==> src/sv/ncw_pkg.sv <==
// ncw_pkg: shared types, codes and helpers for the NewReno congestion window block.
// No dependencies; used by every module under sv/.

package ncw_pkg;

  localparam int unsigned CfgIdxW = 2;
  localparam int unsigned CfgDataW = 32;

  localparam logic [CfgIdxW-1:0] CFG_IDX_INIT_WINDOW = 2'd0;
  localparam logic [CfgIdxW-1:0] CFG_IDX_MIN_WINDOW = 2'd1;
  localparam logic [CfgIdxW-1:0] CFG_IDX_MAX_DGRAM = 2'd2;

  localparam logic [31:0] INIT_WINDOW_RST = 32'd12000;
  localparam logic [31:0] MIN_WINDOW_RST = 32'd2400;
  localparam logic [15:0] MAX_DGRAM_RST = 16'd1200;

  localparam logic [63:0] ALL_ONES = {64{1'b1}};

  // packet event codes; 5 to 7 are unused and leave the state alone
  typedef enum logic [2:0] {
    MODE_SENT    = 3'd0,
    MODE_ACKED   = 3'd1,
    MODE_LOST    = 3'd2,
    MODE_LOSS    = 3'd3,
    MODE_PERSIST = 3'd4
  } mode_e;

  typedef struct packed {
    logic [31:0] init_window;
    logic [31:0] min_window;
    logic [15:0] max_dgram;
  } cfg_t;

  typedef struct packed {
    logic [2:0]  mode;
    logic [15:0] size;
    logic        counted;
    logic [63:0] sent_time;
    logic [63:0] now_time;
    logic        first_of_ack;
  } item_t;

  typedef struct packed {
    logic [63:0] window;
    logic [63:0] threshold;
    logic [63:0] bytes_outstanding;
    logic        recovering;
    logic [31:0] event_count;
  } result_t;

  function automatic logic [63:0] sat_add(input logic [63:0] a, input logic [63:0] b);
    logic [64:0] s;
    s = {1'b0, a} + {1'b0, b};
    return s[64] ? ALL_ONES : s[63:0];
  endfunction

  function automatic logic [63:0] sat_sub(input logic [63:0] a, input logic [63:0] b);
    return (a > b) ? (a - b) : 64'd0;
  endfunction

endpackage

==> src/sv/newreno_congestion_window_top.sv <==
// newreno_congestion_window_top: top level of the NewReno congestion window block.
// Depends on ncw_pkg, ncw_cfg and ncw_core.

// Each transfer on the input channel is one packet event (sent, acked, lost,
// loss round, persistent congestion); each produces exactly one result transfer
// holding the window, threshold, bytes in flight, send permission, recovery flag
// and congestion event count after that event. An event is registered on its
// transfer; once the result slot is free or draining, a single pass of 64-bit add
// and compare logic against the state registers updates the state and loads the
// result register, which drives result valid. One event per cycle is sustained
// as long as results are taken; while a result waits, the input register fills
// and input ready drops, so at most two events sit inside. The state register
// loop (one update per cycle) sets that rate. Configuration writes are registered;
// the window is reset to the package constant, and the configured initial window
// is never loaded into it. Codes 5 to 7 on mode change nothing and just report
// the current state.

module newreno_congestion_window_top (
  input  logic                         clk_i,
  input  logic                         rst_ni,
  // configuration write port
  input  logic                         cfg_we_i,
  input  logic [ncw_pkg::CfgIdxW-1:0]  cfg_idx_i,
  input  logic [ncw_pkg::CfgDataW-1:0] cfg_wdata_i,
  // event channel
  input  logic                         in_valid_i,
  output logic                         in_ready_o,
  input  logic [2:0]                   mode_i,
  input  logic [15:0]                  size_i,
  input  logic                         counted_i,
  input  logic [63:0]                  sent_time_i,
  input  logic [63:0]                  now_time_i,
  input  logic                         first_of_ack_i,
  // result channel
  output logic                         out_valid_o,
  input  logic                         out_ready_i,
  output logic [63:0]                  window_o,
  output logic [63:0]                  threshold_o,
  output logic [63:0]                  bytes_outstanding_o,
  output logic                         may_send_o,
  output logic                         recovering_o,
  output logic [31:0]                  event_count_o
);

  ncw_pkg::cfg_t    cfg;
  ncw_pkg::item_t   item_q;
  ncw_pkg::result_t nxt;
  ncw_pkg::result_t res_q;
  logic             in_vld_q, out_vld_q;
  logic             advance;

  ncw_cfg u_cfg (
    .clk_i       (clk_i),
    .rst_ni      (rst_ni),
    .cfg_we_i    (cfg_we_i),
    .cfg_idx_i   (cfg_idx_i),
    .cfg_wdata_i (cfg_wdata_i),
    .cfg_o       (cfg)
  );

  // the held event moves into the update when the result slot is free or draining
  assign advance    = in_vld_q && (!out_vld_q || out_ready_i);
  assign in_ready_o = !in_vld_q || advance;

  always_ff @(posedge clk_i or negedge rst_ni) begin
    if (!rst_ni) begin
      in_vld_q <= 1'b0;
    end else if (in_ready_o) begin
      in_vld_q <= in_valid_i;
    end
  end

  // payload register, no reset
  always_ff @(posedge clk_i) begin
    if (in_valid_i && in_ready_o) begin
      item_q.mode         <= mode_i;
      item_q.size         <= size_i;
      item_q.counted      <= counted_i;
      item_q.sent_time    <= sent_time_i;
      item_q.now_time     <= now_time_i;
      item_q.first_of_ack <= first_of_ack_i;
    end
  end

  ncw_core u_core (
    .clk_i  (clk_i),
    .rst_ni (rst_ni),
    .fire_i (advance),
    .item_i (item_q),
    .cfg_i  (cfg),
    .nxt_o  (nxt)
  );

  // result register
  always_ff @(posedge clk_i or negedge rst_ni) begin
    if (!rst_ni) begin
      out_vld_q <= 1'b0;
    end else if (advance) begin
      out_vld_q <= 1'b1;
    end else if (out_ready_i) begin
      out_vld_q <= 1'b0;
    end
  end

  always_ff @(posedge clk_i) begin
    if (advance) begin
      res_q <= nxt;
    end
  end

  assign out_valid_o         = out_vld_q;
  assign window_o            = res_q.window;
  assign threshold_o         = res_q.threshold;
  assign bytes_outstanding_o = res_q.bytes_outstanding;
  // send permission follows from the registered window and flight
  assign may_send_o          = res_q.bytes_outstanding < res_q.window;
  assign recovering_o        = res_q.recovering;
  assign event_count_o       = res_q.event_count;

endmodule

==> src/sv/ncw_cfg.sv <==
// ncw_cfg: configuration registers (initial window, minimum window, max datagram).
// Depends on ncw_pkg.

module ncw_cfg (
  input  logic                         clk_i,
  input  logic                         rst_ni,
  input  logic                         cfg_we_i,
  input  logic [ncw_pkg::CfgIdxW-1:0]  cfg_idx_i,
  input  logic [ncw_pkg::CfgDataW-1:0] cfg_wdata_i,
  output ncw_pkg::cfg_t                cfg_o
);

  ncw_pkg::cfg_t cfg_q, cfg_d;

  always_comb begin
    cfg_d = cfg_q;
    if (cfg_we_i) begin
      unique case (cfg_idx_i)
        ncw_pkg::CFG_IDX_INIT_WINDOW: cfg_d.init_window = cfg_wdata_i;
        ncw_pkg::CFG_IDX_MIN_WINDOW:  cfg_d.min_window = cfg_wdata_i;
        ncw_pkg::CFG_IDX_MAX_DGRAM:   cfg_d.max_dgram = cfg_wdata_i[15:0];
        default: ;  // unmapped index
      endcase
    end
  end

  always_ff @(posedge clk_i or negedge rst_ni) begin
    if (!rst_ni) begin
      cfg_q.init_window <= ncw_pkg::INIT_WINDOW_RST;
      cfg_q.min_window  <= ncw_pkg::MIN_WINDOW_RST;
      cfg_q.max_dgram   <= ncw_pkg::MAX_DGRAM_RST;
    end else begin
      cfg_q <= cfg_d;
    end
  end

  assign cfg_o = cfg_q;

endmodule

==> src/sv/ncw_core.sv <==
// ncw_core: congestion state registers and the per-event update.
// Depends on ncw_pkg.

module ncw_core (
  input  logic            clk_i,
  input  logic            rst_ni,
  input  logic            fire_i,
  input  ncw_pkg::item_t  item_i,
  input  ncw_pkg::cfg_t   cfg_i,
  output ncw_pkg::result_t nxt_o
);

  logic [63:0] cwnd_q, cwnd_d;
  logic [63:0] ssth_q, ssth_d;
  logic [63:0] credit_q, credit_d;
  logic [63:0] rec_q, rec_d;
  logic [63:0] flight_q, flight_d;
  logic [31:0] events_q, events_d;
  logic        ack_lim_q, ack_lim_d;

  logic [63:0] half_cwnd, max_dgram_w, min_window_w, flight_plus_md, credit_sum, loss_th;
  logic        slow_start, old_pkt, grow_ok;

  assign half_cwnd      = cwnd_q >> 1;
  assign max_dgram_w    = {48'd0, cfg_i.max_dgram};
  assign min_window_w   = {32'd0, cfg_i.min_window};
  assign slow_start     = cwnd_q < ssth_q;
  assign old_pkt        = (rec_q != 64'd0) && (item_i.sent_time <= rec_q);
  assign flight_plus_md = ncw_pkg::sat_add(flight_q, max_dgram_w);
  assign credit_sum     = ncw_pkg::sat_add(credit_q, {48'd0, item_i.size});
  assign loss_th        = (half_cwnd < min_window_w) ? min_window_w : half_cwnd;

  always_comb begin
    cwnd_d    = cwnd_q;
    ssth_d    = ssth_q;
    credit_d  = credit_q;
    rec_d     = rec_q;
    flight_d  = flight_q;
    events_d  = events_q;
    ack_lim_d = ack_lim_q;
    grow_ok   = 1'b0;
    unique case (ncw_pkg::mode_e'(item_i.mode))
      ncw_pkg::MODE_SENT: begin
        if (item_i.counted) flight_d = ncw_pkg::sat_add(flight_q, {48'd0, item_i.size});
      end
      ncw_pkg::MODE_ACKED: begin
        // window-in-use latch is taken before any change
        if (item_i.first_of_ack) begin
          ack_lim_d = slow_start ? (flight_q >= half_cwnd) : (flight_plus_md >= cwnd_q);
        end
        grow_ok = item_i.counted && !old_pkt && ack_lim_d;
        if (grow_ok) begin
          if (slow_start) begin
            cwnd_d = ncw_pkg::sat_add(cwnd_q, {48'd0, item_i.size});
          end else if (credit_sum >= cwnd_q) begin
            credit_d = credit_sum - cwnd_q;
            cwnd_d   = ncw_pkg::sat_add(cwnd_q, max_dgram_w);
          end else begin
            credit_d = credit_sum;
          end
        end
        if (item_i.counted) flight_d = ncw_pkg::sat_sub(flight_q, {48'd0, item_i.size});
      end
      ncw_pkg::MODE_LOST: begin
        if (item_i.counted) flight_d = ncw_pkg::sat_sub(flight_q, {48'd0, item_i.size});
      end
      ncw_pkg::MODE_LOSS: begin
        if (!old_pkt) begin
          rec_d    = item_i.now_time;
          events_d = events_q + 32'd1;
          ssth_d   = loss_th;
          cwnd_d   = loss_th;
          credit_d = 64'd0;
        end
      end
      ncw_pkg::MODE_PERSIST: begin
        cwnd_d   = min_window_w;
        rec_d    = 64'd0;
        credit_d = 64'd0;
      end
      default: ;  // unused codes
    endcase
  end

  always_ff @(posedge clk_i or negedge rst_ni) begin
    if (!rst_ni) begin
      cwnd_q    <= {32'd0, ncw_pkg::INIT_WINDOW_RST};
      ssth_q    <= ncw_pkg::ALL_ONES;
      credit_q  <= 64'd0;
      rec_q     <= 64'd0;
      flight_q  <= 64'd0;
      events_q  <= 32'd0;
      ack_lim_q <= 1'b0;
    end else if (fire_i) begin
      cwnd_q    <= cwnd_d;
      ssth_q    <= ssth_d;
      credit_q  <= credit_d;
      rec_q     <= rec_d;
      flight_q  <= flight_d;
      events_q  <= events_d;
      ack_lim_q <= ack_lim_d;
    end
  end

  assign nxt_o.window            = cwnd_d;
  assign nxt_o.threshold         = ssth_d;
  assign nxt_o.bytes_outstanding = flight_d;
  assign nxt_o.recovering        = rec_d != 64'd0;
  assign nxt_o.event_count       = events_d;

  // event counter moves only on an accepted loss round
  assert property (@(posedge clk_i) disable iff (!rst_ni)
    (events_q != $past(events_q)) |->
      ($past(fire_i) && $past(item_i.mode) == ncw_pkg::MODE_LOSS))
    else $error("event counter changed outside a loss round");

  // no accepted event, no state change
  assert property (@(posedge clk_i) disable iff (!rst_ni)
    !fire_i |=> ($stable(cwnd_q) && $stable(flight_q) && $stable(rec_q) && $stable(ssth_q)))
    else $error("state changed without an event");

  // persistent congestion collapses the window and leaves recovery
  assert property (@(posedge clk_i) disable iff (!rst_ni)
    (fire_i && item_i.mode == ncw_pkg::MODE_PERSIST) |=>
      (cwnd_q == {32'd0, $past(cfg_i.min_window)} && rec_q == 64'd0 && credit_q == 64'd0))
    else $error("persistent congestion did not collapse the window");

  // a sent packet never lowers bytes in flight
  assert property (@(posedge clk_i) disable iff (!rst_ni)
    (fire_i && item_i.mode == ncw_pkg::MODE_SENT) |=> (flight_q >= $past(flight_q)))
    else $error("sent packet reduced bytes in flight");

endmodule
==> config.mk <==
export PLATFORM = sky130hd
export DESIGN_NAME = newreno_congestion_window_top
export DESIGN_NICKNAME = d
export VERILOG_FILES = /design/src/sv/ncw_pkg.sv /design/src/sv/newreno_congestion_window_top.sv /design/src/sv/ncw_cfg.sv /design/src/sv/ncw_core.sv
export SDC_FILE = /design/constraint.sdc
export NUM_CORES = 2
export LEC_CHECK = 0
export BUFFER_PORTS_ARGS = -buffer_cell sky130_fd_sc_hd__buf_4
export CAP_MARGIN = 40
export CORE_MARGIN = 8
export CORE_UTILIZATION = 35
export DETAILED_ROUTE_END_ITERATION = 6
export PLACE_DENSITY = 0.62
export RECOVER_POWER = 100
export SLEW_MARGIN = 20
export SYNTH_ARGS = -nofsm -noshare
export SYNTH_HDL_FRONTEND = slang
export SYNTH_SLANG_ARGS = --single-unit
==> constraint.sdc <==
create_clock -name clk_i -period 11.6 [get_ports clk_i]
set_input_delay 0 -clock clk_i [delete_from_list [all_inputs] [get_ports clk_i]]
set_output_delay 0 -clock clk_i [all_outputs]
set_load 0.03 [all_outputs]
==> out/metrics.csv <==
metric;value;unit
outcome;complete, but fails checks;
failing checks;design-rule violations, max-capacitance violations, max-slew violations;
Via density;6.08;
ANT nets after route;0;
Std-Cell Core Area;159000;µm²
Final Cell Area;66700;µm²
Starting Density;35.2;%
crit path launch type;register;
Overflow after GRT;0;
top cells by area, synth;edfxtp_1 20%, dfrtp_1 15%, ha_1 11%;
cell taking the most area after synthesis;edfxtp_1;
Slowest-stage cell, CP;clkbuf_1;
flop2flop setup slack;1870;ps
worst hold stages;3;
met3 wire len;21.4;mm
GRT Util Overall;27.0;%
worst setup margin;1870;ps
Syn Area/Cell;8.91;µm²
Syn. warnings;0;
Sw Ratio;48.4;%
Combinational Power Share;54.6;%
Flop pwr share;27.5;%
DR vias;54987;
row count;146;
worst-skew pair later-pin latency;740;ps
register area share after synthesis;38.3;%
P_int;8.48;mW
Netlist cell types;108;
crit path max fanout;24;
CP endpoint kind;register;
Residual DRC;4;
Final Net Count;7599;
relative slew slack;-188;%
Area Overhead vs Synth;19.3;%
fill cell count;15621;
unrepaired setup endpoints after global routing;no;
DR pass1 iterations;7;
share of layout cells above drive strength 1;9.11;%
Worst-Margin Slew;4310;ps
full die area;173000;µm²
Clock Sinks;777;
metal2 WL;109;mm
Mapped Nets;6980;
hold_ws;60.7;ps
Worst VDD drop;0.000220;V
crit path DAT;10300;ps
DR iter-0 viols;6559;
Final Max Slew Viols;1202;
Max Cap Violations;22;
CP top delay family;compound AO/OA/AOI/OAI gates;
initial antenna violation count;14;
clock slew at reported path FFs;60;ps
Clock Power Share;17.9;%
largest net degree at the start of global routing;153;
final wirelength;246;mm
Gates resized, CTS repair;0;
final hold violations;0;
Final period util;83.9;%
Final Setup Violations;0;
Max Clock Freq;103;MHz
critical path's largest stage delay;920;ps
uppermost layer routed;met5;
fin util;42.1;%
Post-synth EDFFs;374;
WP data required;12170;ps
area share of the largest cell type after synthesis;20.1;%
FF-to-FF Start;u_core.flight_q[0];
Psw;7.94;mW
CP Buf/Inv Count;4;
FFs w/ async S/R, synth;51.9;%
Longest Clk Path Bufs;3;
routed length per instance;27.1;µm
crit path time final;9730;ps
GP Congestion;0.980;
vias in the first global route;52983;
area post-placement;61400;µm²
Seq cells post-synth;777;
PortBufs;415;
worst hold path class;in -> reg;
Cells after Synth;6276;
Hold Crit Start;cfg_wdata_i[9];
CTS buffer count;88;
pwr dens;246;nW/µm²
CTS tree;yes;
first-pass GRT wire length;357;mm
pre-CTS setup slack;3180;ps
Die H;416;µm
met1 WL;99.6;mm
CTS root buf;clkbuf_16;
Pleak;27.4;nW
hpwl dp;186;mm
FF-to-FF End;u_core.cwnd_q[47];
I/O pin count;416;
H-tree depth;3;
critical path type;reg -> reg;
Die Wd;416;µm
Top FF cell, synth;edfxtp_1;
hold path endpoint;u_cfg.cfg_o[25];
Post-Syn Area;55900;µm²
Worst Skew;50.2;ps
Worst Reg-to-Reg Cells;28;
setup TNS;0;ps
cell families (layout without fill, tap and decap cells):
logic type,after synthesis,after routing,synth area share (%)
other cells,0,8,0
mux,83,83,1.64
compound gates,1853,1853,21.4
flops,777,777,38.3
buf+inv,731,1426,4.99
xor+xnor,266,266,4.17
fa+ha+maj,516,516,11.6
simple gates,2050,2050,17.8
registers in the layout (all words and copies together), names as in the netlist:
signal,count
item_q,149
bytes_outstanding_o,64
threshold_o,64
u_core.credit_q,64
u_core.cwnd_q,64
u_core.flight_q,64
u_core.rec_q,64
u_core.ssth_q,64
window_o,64
u_cfg.cfg_o,48
event_count_o,32
u_core.events_q,32
in_vld_q,1
out_valid_o,1
recovering_o,1
u_core.ack_lim_q,1
worst max-delay path by stage:
stage	slack (ps)	depth (start not counted)	to	startpoint
after floorplan	2910	8	u_core.flight_q[18]	out_valid_o
after global placement	3180	29	u_core.cwnd_q[24]	u_cfg.cfg_o[0]
after detailed placement	3180	30	u_core.credit_q[60]	u_core.flight_q[0]
after CTS	3100	30	u_core.credit_q[60]	u_core.flight_q[0]
after global routing	1260	29	u_core.cwnd_q[44]	u_core.flight_q[0]
final	1870	28	u_core.cwnd_q[47]	u_core.flight_q[0]
metrics by stage:
| step | instances | power [mW] |
|---|---|---|
| floorplan | 6276 | 10.2 |
| CTS | 9031 | 16.3 |
| detailed placement | 8527 | 13.3 |
| finish | 9051 | 16.4 |
| global placement | 8508 | 13.2 |
| global route | 9050 | 17.4 |
synth_stat cells (125+ instances only):
| library cell | n |
|---|---|
| xnor2_1 | 154 |
| nand3_1 | 190 |
| nor3_1 | 125 |
| ha_1 | 509 |
| inv_1 | 372 |
| nand2_1 | 629 |
| clkbuf_1 | 292 |
| a21o_1 | 136 |
| a21oi_1 | 536 |
| dfrtp_1 | 324 |
| nor2_1 | 482 |
| nand4_1 | 157 |
| edfxtp_1 | 374 |
| o21ai_0 | 400 |
power by group through the flow:
stage	Clock (mW)	Combinational (mW)	Sequential [mW]
floorplan	0	5.90	4.33
global route	3.07	9.72	4.57
CTS	2.98	8.89	4.48
detailed placement	0	8.73	4.53
finish	2.94	8.96	4.51
global placement	0	8.65	4.52
routing by layer:
| metal | vias to the layer above | track usage (%) |
|---|---|---|
| li1 | 24519 | - |
| met1 | 26955 | 35.5 |
| met2 | 2923 | 42.4 |
| met3 | 586 | 4.88 |
| met4 | 4 | 13.8 |
| met5 | - | 0 |
worst reg2reg max path: cells and delay by family, from the launching register on:
family / cells / cell delay [ps]
adders and majority gates: 3 / 1020
buffers and inverters: 4 / 1760
AOI/OAI and AO/OA: 14 / 3910
and+or+nand+nor: 7 / 2460
DFF: 1 / 430
repair_timing:
| item | in CTS | in global routing |
|---|---|---|
| buffers inserted | 0 | 0 |
| hold endpoints to repair | 301 | 0 |
| hold buffers | 338 | 0 |
cell usage in the layout, fill, tap and decap left out, types with 298 or more instances in the layout:
master	n
nor2_1	477
inv_1	371
a21oi_1	536
dfrtp_1	324
dlygate4sd3_1	337
edfxtp_1	374
nand2_1	627
ha_1	509
clkbuf_1	298
o21ai_0	411
area by class of cell:
cell class                      instances  area (µm²)  share of cell area [%]
Clock buffer                          116        2390                    3.58
Clock inverter                         50         623                   0.934
Antenna cell                            8        20.0                  0.0300
Inverter                              378        1420                    2.13
Timing Repair Buffer                  882        6450                    9.67
Tap cell                             2072        2590                    3.89
Sequential cell                       777       21400                    32.1
Multi-Input combinational cell       4768       31800                    47.7
No activity file was read; power rests on OpenSTA's default activity.
